File: config.mk
export PLATFORM = sky130hd
export DESIGN_NAME = plic_and_uart_register_block_flat
export DESIGN_NICKNAME = d
export VERILOG_FILES = /design/src/pu_pkg.sv /design/src/pu_req_if.sv /design/src/pu_rsp_if.sv /design/src/plic_and_uart_register_block.sv /design/src/flat_wrapper.sv
export SDC_FILE = /design/constraint.sdc
export NUM_CORES = 1
export LEC_CHECK = 0
export ABC_CLOCK_PERIOD_IN_PS = 19200
export BUFFER_PORTS_ARGS = -buffer_cell sky130_fd_sc_hd__buf_2
export CORE_MARGIN = 2
export CORE_UTILIZATION = 35
export DETAILED_ROUTE_END_ITERATION = 6
export SETUP_SLACK_MARGIN = 0.02
export SYNTH_ARGS = -nofsm -noshare
export SYNTH_HDL_FRONTEND = slang
export SYNTH_SLANG_ARGS = --single-unit
File: constraint.sdc
create_clock -name clk -period 19.2 [get_ports clk]
set_input_delay 1.92 -clock clk [delete_from_list [all_inputs] [get_ports clk]]
set_output_delay 1.92 -clock clk [all_outputs]
set_load 0.1 [all_outputs]
File: src/pu_pkg.sv
// Package: request/response payload types, address map constants and claim arbitration.
`timescale 1ns / 1ps
package pu_pkg;

  localparam logic [1:0] REQ_READ  = 2'd0;
  localparam logic [1:0] REQ_WRITE = 2'd1;

  localparam logic [31:0] UART_ORIGIN = 32'h1000_0000;
  localparam logic [31:0] PLIC_ORIGIN = 32'h0c00_0000;
  localparam logic [31:0] PLIC_SPAN = 32'h0040_0000;
  localparam logic [21:0] PEND_OFS  = 22'h00_1000;
  localparam logic [21:0] ENAB_OFS  = 22'h00_2000;
  localparam logic [21:0] CTX_OFS   = 22'h20_0000;
  localparam logic [21:0] CLAIM_OFS = 22'h20_0004;
  localparam logic [21:0] PRIO_LO   = 22'd4;
  localparam logic [21:0] PRIO_HI   = 22'd12;

  localparam logic [2:0] UREG_RBR = 3'd0;
  localparam logic [2:0] UREG_IER = 3'd1;
  localparam logic [2:0] UREG_IIR = 3'd2;
  localparam logic [2:0] UREG_LCR = 3'd3;
  localparam logic [2:0] UREG_MCR = 3'd4;
  localparam logic [2:0] UREG_LSR = 3'd5;
  localparam logic [2:0] UREG_SCR = 3'd7;

  localparam logic [7:0] IIR_RX_DATA  = 8'hC4;
  localparam logic [7:0] IIR_THR_EMPT = 8'hC2;
  localparam logic [7:0] IIR_NONE     = 8'hC1;
  localparam logic [7:0] LSR_BASE     = 8'h60;
  localparam logic [3:0] IER_MASK     = 4'h0f;
  localparam int         DLAB_POS     = 7;
  localparam int         IER_RX_POS   = 0;
  localparam int         IER_THR_POS  = 1;

  localparam logic [31:0] USB_SRC = 32'd2;

  typedef struct packed {
    logic [1:0]  req_type;
    logic [31:0] address;
    logic [31:0] write_data;
    logic        rx_available;
    logic [7:0]  rx_byte;
    logic        usb_irq;
    logic        net_irq;
  } req_t;

  typedef struct packed {
    logic [31:0] read_data;
    logic        rx_pop;
    logic        tx_valid;
    logic [7:0]  tx_byte;
    logic        usb_irq_done;
    logic        ext_irq;
  } rsp_t;

  typedef logic [2:0][31:0] prio_t;

  // Strictly-greater scan from the threshold; lower source wins ties.
  function automatic logic [1:0] best_claim(prio_t prio, logic [31:0] enable,
                                            logic [31:0] thr, logic [3:1] pend);
    logic [1:0]  win;
    logic [31:0] top;
    win = 2'd0;
    top = thr;
    for (int s = 1; s <= 3; s++) begin
      if (enable[s] && pend[s] && (prio[s-1] > top)) begin
        win = 2'(s);
        top = prio[s-1];
      end
    end
    return win;
  endfunction

endpackage

File: src/pu_req_if.sv
// Request channel interface: valid/ready handshake with request payload.
`timescale 1ns / 1ps
interface pu_req_if;
  logic          valid;
  logic          ready;
  pu_pkg::req_t  data;
  modport source (output valid, output data, input ready);
  modport sink   (input valid, input data, output ready);
endinterface

File: src/pu_rsp_if.sv
// Response channel interface: valid/ready handshake with response payload.
`timescale 1ns / 1ps
interface pu_rsp_if;
  logic          valid;
  logic          ready;
  pu_pkg::rsp_t  data;
  modport source (output valid, output data, input ready);
  modport sink   (input valid, input data, output ready);
endinterface

File: src/plic_and_uart_register_block.sv
// PLIC and 16550 UART register block: input register, decode/update, result register.
// Flow: an accepted request is held in the input register, decoded from it, and its
// response is captured in the result register, which drives the response channel.
// Throughput: one transfer per cycle; a held response stalls the input register.
// Reset (synchronous, rst high): pipeline empty, priorities 1, tx-empty pending set,
// all other registers zero.
`timescale 1ns / 1ps
module plic_and_uart_register_block (
  input  logic        clk,
  input  logic        rst,
  pu_req_if.sink      req,
  pu_rsp_if.source    rsp
);
  import pu_pkg::*;

  logic        item_valid;
  req_t        item;
  logic        rsp_valid;
  rsp_t        rsp_data;

  prio_t       source_priority, source_priority_next;
  logic [31:0] source_enable, source_enable_next;
  logic [31:0] claim_threshold, claim_threshold_next;
  logic [15:0] baud_divisor, baud_divisor_next;
  logic [3:0]  irq_enable_bits, irq_enable_bits_next;
  logic [7:0]  line_control, line_control_next;
  logic [7:0]  modem_control, modem_control_next;
  logic [7:0]  scratch_byte, scratch_byte_next;
  logic        tx_empty_pending, tx_empty_pending_next;

  logic        advance, fire;
  rsp_t        result;
  logic        dlab, plic_hit, prio_hit, uart_hit;
  logic [21:0] ofs;
  logic [1:0]  prio_idx;
  logic [2:0]  uart_reg;
  logic [3:1]  pend, pend_next;
  logic [1:0]  claim_now, claim_next;

  assign advance   = !rsp_valid || rsp.ready;
  assign fire      = item_valid && advance;
  assign req.ready = !item_valid || advance;
  assign rsp.valid = rsp_valid;
  assign rsp.data  = rsp_data;

  always_comb begin
    dlab     = line_control[DLAB_POS];
    plic_hit = (item.address >= PLIC_ORIGIN) && (item.address < PLIC_ORIGIN + PLIC_SPAN);
    ofs      = item.address[21:0];
    prio_hit = (ofs >= PRIO_LO) && (ofs <= PRIO_HI);
    prio_idx = ofs[3:2] - 2'd1;
    uart_hit = item.address[31:3] == UART_ORIGIN[31:3];
    uart_reg = item.address[2:0];

    pend[1] = (irq_enable_bits[IER_RX_POS] && item.rx_available) ||
              (irq_enable_bits[IER_THR_POS] && tx_empty_pending);
    pend[2] = item.usb_irq;
    pend[3] = item.net_irq;
    claim_now = best_claim(source_priority, source_enable, claim_threshold, pend);

    source_priority_next  = source_priority;
    source_enable_next    = source_enable;
    claim_threshold_next  = claim_threshold;
    baud_divisor_next     = baud_divisor;
    irq_enable_bits_next  = irq_enable_bits;
    line_control_next     = line_control;
    modem_control_next    = modem_control;
    scratch_byte_next     = scratch_byte;
    tx_empty_pending_next = tx_empty_pending;
    result                = '0;

    case (item.req_type)
      REQ_READ: begin
        if (plic_hit) begin
          if (prio_hit) begin
            result.read_data = source_priority[prio_idx];
          end else if (ofs == PEND_OFS) begin
            result.read_data = {28'd0, pend, 1'b0};
          end else if (ofs == ENAB_OFS) begin
            result.read_data = source_enable;
          end else if (ofs == CTX_OFS) begin
            result.read_data = claim_threshold;
          end else if (ofs == CLAIM_OFS) begin
            result.read_data = {30'd0, claim_now};
          end
        end else if (uart_hit) begin
          case (uart_reg)
            UREG_RBR: begin
              if (dlab) begin
                result.read_data = {24'd0, baud_divisor[7:0]};
              end else if (item.rx_available) begin
                result.read_data = {24'd0, item.rx_byte};
                result.rx_pop    = 1'b1;
              end
            end
            UREG_IER: begin
              result.read_data = dlab ? {24'd0, baud_divisor[15:8]}
                                      : {28'd0, irq_enable_bits};
            end
            UREG_IIR: begin
              if (irq_enable_bits[IER_RX_POS] && item.rx_available) begin
                result.read_data = {24'd0, IIR_RX_DATA};
              end else if (irq_enable_bits[IER_THR_POS] && tx_empty_pending) begin
                result.read_data      = {24'd0, IIR_THR_EMPT};
                tx_empty_pending_next = 1'b0;
              end else begin
                result.read_data = {24'd0, IIR_NONE};
              end
            end
            UREG_LCR: result.read_data = {24'd0, line_control};
            UREG_MCR: result.read_data = {24'd0, modem_control};
            UREG_LSR: result.read_data = {24'd0, LSR_BASE[7:1], item.rx_available};
            UREG_SCR: result.read_data = {24'd0, scratch_byte};
            default:  result.read_data = '0;
          endcase
        end
      end
      REQ_WRITE: begin
        if (plic_hit) begin
          if (prio_hit) begin
            source_priority_next[prio_idx] = item.write_data;
          end else if (ofs == ENAB_OFS) begin
            source_enable_next = item.write_data;
          end else if (ofs == CTX_OFS) begin
            claim_threshold_next = item.write_data;
          end else if (ofs == CLAIM_OFS) begin
            result.usb_irq_done = item.write_data == USB_SRC;
          end
        end else if (uart_hit) begin
          case (uart_reg)
            UREG_RBR: begin
              if (dlab) begin
                baud_divisor_next[7:0] = item.write_data[7:0];
              end else begin
                result.tx_valid       = 1'b1;
                result.tx_byte        = item.write_data[7:0];
                tx_empty_pending_next = 1'b1;
              end
            end
            UREG_IER: begin
              if (dlab) begin
                baud_divisor_next[15:8] = item.write_data[7:0];
              end else begin
                irq_enable_bits_next = item.write_data[3:0] & IER_MASK;
                if (irq_enable_bits_next[IER_THR_POS] && !irq_enable_bits[IER_THR_POS]) begin
                  tx_empty_pending_next = 1'b1;
                end
                if (!irq_enable_bits_next[IER_THR_POS]) begin
                  tx_empty_pending_next = 1'b0;
                end
              end
            end
            UREG_LCR: line_control_next  = item.write_data[7:0];
            UREG_MCR: modem_control_next = item.write_data[7:0];
            UREG_SCR: scratch_byte_next  = item.write_data[7:0];
            default: ;
          endcase
        end
      end
      default: ;
    endcase

    // interrupt level reflects state after this transfer
    pend_next[1] = (irq_enable_bits_next[IER_RX_POS] && item.rx_available) ||
                   (irq_enable_bits_next[IER_THR_POS] && tx_empty_pending_next);
    pend_next[2] = item.usb_irq;
    pend_next[3] = item.net_irq;
    claim_next = best_claim(source_priority_next, source_enable_next,
                            claim_threshold_next, pend_next);
    result.ext_irq = claim_next != 2'd0;
  end

  always_ff @(posedge clk) begin
    if (rst) begin
      item_valid       <= 1'b0;
      rsp_valid        <= 1'b0;
      source_priority  <= {32'd1, 32'd1, 32'd1};
      source_enable    <= '0;
      claim_threshold  <= '0;
      baud_divisor     <= '0;
      irq_enable_bits  <= '0;
      line_control     <= '0;
      modem_control    <= '0;
      scratch_byte     <= '0;
      tx_empty_pending <= 1'b1;
    end else begin
      if (req.ready) begin
        item_valid <= req.valid;
      end
      if (advance) begin
        rsp_valid <= item_valid;
      end
      if (fire) begin
        source_priority  <= source_priority_next;
        source_enable    <= source_enable_next;
        claim_threshold  <= claim_threshold_next;
        baud_divisor     <= baud_divisor_next;
        irq_enable_bits  <= irq_enable_bits_next;
        line_control     <= line_control_next;
        modem_control    <= modem_control_next;
        scratch_byte     <= scratch_byte_next;
        tx_empty_pending <= tx_empty_pending_next;
      end
    end
  end

  always_ff @(posedge clk) begin
    if (req.ready && req.valid) begin
      item <= req.data;
    end
    if (fire) begin
      rsp_data <= result;
    end
  end

endmodule

File: src/flat_wrapper.sv
// flat-port wrapper written by rule: the top's interface ports become plain ports
module plic_and_uart_register_block_flat import pu_pkg::*;
  (clk, rst, req_valid, req_data, req_ready, rsp_valid, rsp_data, rsp_ready);
  pu_req_if req_i ();
  pu_rsp_if rsp_i ();
  input  logic clk;
  input  logic rst;
  input wire logic [$bits(req_i.valid)-1:0] req_valid;
  input wire logic [$bits(req_i.data)-1:0] req_data;
  output wire logic [$bits(req_i.ready)-1:0] req_ready;
  output wire logic [$bits(rsp_i.valid)-1:0] rsp_valid;
  output wire logic [$bits(rsp_i.data)-1:0] rsp_data;
  input wire logic [$bits(rsp_i.ready)-1:0] rsp_ready;
  assign req_i.valid = req_valid;
  assign req_i.data = req_data;
  assign req_ready = req_i.ready;
  assign rsp_valid = rsp_i.valid;
  assign rsp_data = rsp_i.data;
  assign rsp_i.ready = rsp_ready;
  plic_and_uart_register_block u_core (.clk(clk), .rst(rst), .req(req_i), .rsp(rsp_i));
endmodule
==> metrics.cfg, run 1 <==
[outcome]
status=finished, violations left
violations=design-rule violations

[sta]
slew_viol_final=0
setup_viol=0
rsz0062_at_grt=no
fin_skew_ns=0.0263
final_hold_viol_count=0
worst_slew_pin_slew_ns=1.19
fmax_mhz=86.4
post-route-min-period_ns=11.57
hold_ws_ns=0.453
tns_ns=0
post-route-period-util_pct=60.3
layout_setup_ws_ns=7.63
slew_headroom_pct=20.7

[route]
routed_via_density=5.75
drt_iter0_drc=1476
totalWireLength_mm=68.8
drc=8
ant_nets=0
wl_per_cell_um=21.8
first_pass_iters=7
num_vias=18103

[critical_path]
r2r-start=u_core.item[43]$_DFFE_PP_
cp-start-kind=flop
ff2ff_setup_slack_ns=7.63
end_kind=flop
critPathRequiredTime_ns=19.51
cp_slowest_stage_delay_ns=0.81
crit_fanout=35
cpMostUsedCell=nor3_1
path_class=flop to flop
worstReg2RegEnd=u_core.rsp.data[0]$_DFFE_PP_
reg2reg_depth=37
slowest_stage=a211oi_4
crit_arrival_ns=11.89
worstSetupStartpoint=u_core.item[43]$_DFFE_PP_

[clock_tree]
clk_pin_slew_ns=0.07
post_cts.resized_instances=0
clk_path_buf_depth=3
cts.sinks=328
hold_buffers=0
cts-htree-levels=2
cts_setup_buffers=0
cts_tree=yes
cts_root_buf=clkbuf_16
clk_latency_ns=0.59
numCtsBuffers=40

[worst_hold_path]
holdPathEnd=u_core.baud_divisor[9]$_SDFFE_PP0P_
hold-path-cell-count=2
hold_start=u_core.baud_divisor[9]$_SDFFE_PP0P_
min-delay-path-class=flop to flop

[placement]
gp_congestion=0.921
placed_area_um2=22000
dp_hpwl_mm=46.9
place_ws_ns=7.86
numPlacedInstances=3077
port_buffers=126

[logic_synthesis]
ys_seq_elements=328
synth-main-ff-cell=dfxtp_1
synth_cell_types=71
syn-num-nets=2570
synth_edf_count=121
ys_seq_area_share_pct=37.5
synthArstFlopShare_pct=0
avgSynthCellArea_um2=9.04
yosysWarnings=0
netlist_area_um2=20700
netlist_instances=2292

[cells_and_area]
nNetsFinal=2624
multiInputGateArea_um2=12000
area_growth_pct=12.8
drive_gt1_share_pct=17.1
final_cells=3151
fin_area_um2=23400
seqCellArea_um2=7780
nFillCells=5861
final_util_pct=39.8
num_antenna_cells=0

[global_route]
grt_max_degree=131
grt_pass1_vias=17372
gr-total-overflow=0
grt.total_usage_pct=22.1
antenna_found_initial=1
grt_pass1_wl_mm=104

[pwr]
power_leakage_nw=9.00
p_per_area_nw_per_um2=80.0
ir_worst_vdd_mv=0.0726
finalPower_mw=1.87

[die]
io_pins=127
die_x_um=247
die-height_um=247
rows=89
dieArea_um2=61200
core-area_um2=58800
initial_core_util_pct=35.3

[job]
max_cap_viol_count=0

==> synth_stat cells, drive strengths merged (58+ instances only) <==
cell	n	area, um2
mux2i	115	1150
a21oi	192	976
edfxtp	121	3630
nor2	271	1020
nand2	221	830
inv	108	405
o21ai	93	574
nor3	66	335
a21o	58	435
ha	197	2460
mux2	128	1440
dfxtp	207	4140
a211oi	60	450
clkbuf	109	409
==> cells by family (layout without fill, tap and decap cells) <==
| logic type | after synthesis | count (layout) | synth area share, % |
|---|---|---|---|
| compound gates | 532 | 532 | 17.1 |
| simple gates | 737 | 737 | 16.0 |
| buf+inv | 254 | 340 | 4.80 |
| mux | 244 | 244 | 12.6 |
| flops | 328 | 328 | 37.5 |
| fa+ha+maj | 197 | 197 | 11.9 |
==> sequential cells by signal (all words and copies together) (netlist names) <==
register	count
u_core.baud_divisor	16
u_core.claim_threshold	32
u_core.irq_enable_bits	4
u_core.item	77
u_core.item_valid	1
u_core.line_control	8
u_core.modem_control	8
u_core.rsp.data	44
u_core.rsp.valid	1
u_core.scratch_byte	8
u_core.source_enable	32
u_core.source_priority	96
u_core.tx_empty_pending	1
==> final cells by class <==
| cell class | instances | area share, % |
|---|---|---|
| clock buffers | 57 | 4.91 |
| clock inverters | 17 | 0.856 |
| inverters | 109 | 1.78 |
| multi-input cells | 1710 | 51.4 |
| flip-flops and latches | 328 | 33.2 |
| well taps | 773 | 4.13 |
| repair buffers | 157 | 3.72 |
==> per-layer routing <==
layer	part of all wire [%]	routed length (um)	up-vias	GRT usage (%)
li1	-	-	8498	-
met4	2.6	1810	0	7.03
met1	44	30300	8770	30.0
met3	6.8	4660	131	2.93
met5	0	0	-	0
met2	47	32000	704	36.3
==> power breakdown <==
part	total (mW)	internal, mW	leakage (nW)	switching (mW)
registers	0.789	0.750	2.86	0.0388
logic	0.300	0.109	5.48	0.191
clock network	0.782	0.461	0.659	0.321
==> placed cells by master (no fill, tap or decap), drive strengths merged, types with 5 or more instances in the layout <==
| master | Yosys | layout |
|---|---|---|
| nand4 | 51 | 51 |
| mux2i | 115 | 115 |
| buf | 36 | 157 |
| nand3 | 37 | 37 |
| a22oi | 6 | 6 |
| inv | 108 | 113 |
| nand2 | 221 | 221 |
| and2 | 15 | 15 |
| clkinv | 1 | 8 |
| nor2b | 12 | 12 |
| a21oi | 192 | 192 |
| and3 | 9 | 9 |
| o21a | 8 | 8 |
| dfxtp | 207 | 207 |
| nor2 | 271 | 271 |
| or3 | 5 | 5 |
| a21o | 58 | 58 |
| a222oi | 28 | 28 |
| nand2b | 10 | 10 |
| nor4 | 22 | 22 |
| o22a | 31 | 31 |
| a31oi | 5 | 5 |
| mux2 | 128 | 128 |
| a211oi | 60 | 60 |
| ha | 197 | 197 |
| nor3 | 66 | 66 |
| a221oi | 10 | 10 |
| o22ai | 7 | 7 |
| clkbuf | 109 | 57 |
| edfxtp | 121 | 121 |
| o21ai | 93 | 93 |
==> worst max-delay path, delay by kind of cell, from the launching register on <==
| family | cells | cell delay, ns |
|---|---|---|
| buf+inv | 5 | 1.55 |
| flops | 1 | 0.71 |
| mux | 2 | 0.77 |
| simple gates | 16 | 4.91 |
| compound gates | 11 | 2.43 |
| fa+ha+maj | 3 | 0.93 |
==> worst max path at each step <==
| stage | end | slack, ns | cells after the start |
|---|---|---|---|
| floorplan | u_core.rsp.data[0]$_DFFE_PP_ | 10.30 | 46 |
| global placement | u_core.rsp.data[0]$_DFFE_PP_ | 8.00 | 40 |
| detailed placement | u_core.rsp.data[0]$_DFFE_PP_ | 7.86 | 37 |
| CTS | u_core.rsp.data[0]$_DFFE_PP_ | 7.76 | 37 |
| global route | u_core.rsp.data[0]$_DFFE_PP_ | 7.08 | 37 |
| finish | u_core.rsp.data[0]$_DFFE_PP_ | 7.63 | 37 |
Power figures use the tool's default switching activity.
==> inputs of run 2 (changes only) <==
--- a/config.mk
+++ b/config.mk
@@ -5,7 +5,7 @@
 export SDC_FILE = /design/constraint.sdc
 export NUM_CORES = 1
 export LEC_CHECK = 0
-export ABC_CLOCK_PERIOD_IN_PS = 19200
+export ABC_CLOCK_PERIOD_IN_PS = 12000
 export BUFFER_PORTS_ARGS = -buffer_cell sky130_fd_sc_hd__buf_2
 export CORE_MARGIN = 2
 export CORE_UTILIZATION = 35
==> constraint.sdc (replaced) <==
create_clock -name clk -period 12 [get_ports clk]
set_input_delay 1.2 -clock clk [delete_from_list [all_inputs] [get_ports clk]]
set_output_delay 1.2 -clock clk [all_outputs]
set_load 0.1 [all_outputs]
==> run 2 against run 1 <==
  * Sequential power increased by 60%
  * The run now ends clean
  * Via count grew 0.98%
  * Critical path type unchanged
  * Global-route usage increased by 0.43 points
  * Die area did not move
  * Cell area rose by 0.60%
  * Clock power is 68% higher
  * Critical endpoint unchanged
  * Non-clock buffer count grew 6
  * Wire length is 0.99% higher
  * Count of clock-buffer cells in the layout fell by 8
==> metrics.cfg, run 2 (synthesis results as in run 1) <==
[outcome]
status=finished, final reports clean

[critical_path]
worstReg2RegEnd=u_core.rsp.data[0]$_DFFE_PP_
ff2ff_setup_slack_ns=0.93
critPathRequiredTime_ns=12.31
worstSetupStartpoint=u_core.item[43]$_DFFE_PP_
cp_slowest_stage_delay_ns=0.86
endpoint=u_core.rsp.data[0]$_DFFE_PP_
worstSetupPathDepth=37
reg2reg_depth=37
crit_fanout=23
critical_path_buf_inv_count=4
slowest_stage=and2_1
crit_arrival_ns=11.38
path_class=flop to flop
end_kind=flop
critPathTopFamily=simple AND/OR/NAND/NOR gates
r2r-start=u_core.item[43]$_DFFE_PP_
cp-start-kind=flop

[clock_tree]
clk_pin_slew_ns=0.06
cts_setup_buffers=0
post_cts.resized_instances=0
clk_path_buf_depth=3
cts-htree-levels=2
numCtsBuffers=41
cts_root_buf=clkbuf_16
hold_buffers=0
clk_latency_ns=0.59
cts_tree=yes
cts.sinks=328

[sta]
post-route-period-util_pct=92.2
slew_viol_final=0
fmax_mhz=90.4
worst_slew_pin_slew_ns=1.15
final_hold_viol_count=0
fin_skew_ns=0.0231
slew_headroom_pct=23.3
setup_viol=0
tns_ns=0
post-route-min-period_ns=11.07
rsz0062_at_grt=no

[route]
first_pass_iters=6
wl_per_cell_um=22.0
drc=0
routed_via_density=5.79
drt_iter0_drc=1749
ant_nets=0
num_vias=18280
totalWireLength_mm=69.5

[die]
io_pins=127
rows=89
die-height_um=247
die_x_um=247
initial_core_util_pct=35.3
core-area_um2=58800
dieArea_um2=61200

[cells_and_area]
fin_area_um2=23500
nNetsFinal=2631
drive_gt1_share_pct=17.3
area_growth_pct=13.5
nFillCells=5826
layout_commonest_cell=nor2_1
num_antenna_cells=0
final_cell_mix=nor2_1 (268), nand2_1 (221), dfxtp_1 (207)
largest_reg_flops=96
top_register=u_core.source_priority

[job]
max_cap_viol_count=0

[placement]
gp_congestion=0.932
dp_hpwl_mm=47.2
placed_area_um2=22100
port_buffers=126

[global_route]
gr-total-overflow=0
grt_max_degree=133
grt.total_usage_pct=22.5
grt_pass1_wl_mm=107
grt_pass1_vias=17676
antenna_found_initial=1

[pwr]
p_per_area_nw_per_um2=130
power_leakage_nw=9.06
ir_worst_vdd_mv=0.0947

[worst_hold_path]
min-delay-path-class=flop to flop
hold-path-cell-count=2

## run 2: cell count changes in the layout (fill, tap and decap cells not counted), moves of 2 or more
cell,before,now
buf_4,31,36
clkbuf_1,9,4
clkbuf_8,6,3
clkinv_2,5,2
bufinv_16,3,6
clkinvlp_4,2,4
clkinv_1,2,9
## run 2: worst min path at each step
stage | endpoint | slack, ns | start
2_1_floorplan | u_core.baud_divisor[12]$_SDFFE_PP0P_ | 0.43 | u_core.baud_divisor[12]$_SDFFE_PP0P_
3_3_place_gp | u_core.baud_divisor[14]$_SDFFE_PP0P_ | 0.44 | u_core.baud_divisor[14]$_SDFFE_PP0P_
3_5_place_dp | u_core.scratch_byte[6]$_SDFFE_PP0P_ | 0.45 | u_core.scratch_byte[6]$_SDFFE_PP0P_
4_1_cts | u_core.scratch_byte[6]$_SDFFE_PP0P_ | 0.45 | u_core.scratch_byte[6]$_SDFFE_PP0P_
5_1_grt | u_core.scratch_byte[6]$_SDFFE_PP0P_ | 0.47 | u_core.scratch_byte[6]$_SDFFE_PP0P_
6_report | u_core.source_enable[27]$_SDFFE_PP0P_ | 0.45 | u_core.source_enable[27]$_SDFFE_PP0P_
## run 2: final cells by class
type                       instances  area [um2]  share of cell area [%]
multi-input combinational       1710       12000                    51.1
inverter                         109         417                    1.77
sequential                       328        7780                    33.1
timing repair buffer             163         927                    3.94
tap                              773         967                    4.11
clock buffer                      49        1110                    4.71
clock inverter                    27         323                    1.37
## run 2: worst register-to-register path: cells and delay by family (launching register included)
kind                       cells  cell delay (ns)
buffers and inverters          4             0.81
DFF                            1             0.36
and+or+nand+nor               17             5.00
adders and majority gates      3             0.95
muxes                          2             0.82
AOI/OAI and AO/OA             11             2.86
## run 2: per-stage QoR
stage                     hold slack, ns  cells  setup slack, ns  power [mW]  utilization (%)
after floorplan                    0.428   2292             3.10        1.60                -
after global placement             0.437   3083             1.29        1.75             37.6
after detailed placement           0.447   3083             1.03        1.76             37.6
after CTS                          0.455   3159            0.991        3.08             40.0
after global routing               0.469   3159            0.409        3.18             40.0
final                              0.453   3159            0.934        3.06             40.0
## run 2: power breakdown
part	switching [mW]	leakage, nW	total [mW]	internal (mW)
sequential	0.0623	2.86	1.26	1.20
combinational	0.306	5.51	0.481	0.175
clock	0.520	0.686	1.31	0.794
total	0.889	9.06	3.06	2.17
## run 2: metal layers
layer / GRT usage (%) / routed length (um) / vias up
li1: - / - / 8531
met1: 31.0 / 30800 / 8812
met4: 7.56 / 2160 / 2
met3: 3.62 / 5250 / 143
met5: 0 / 13 / -
met2: 35.9 / 31300 / 792
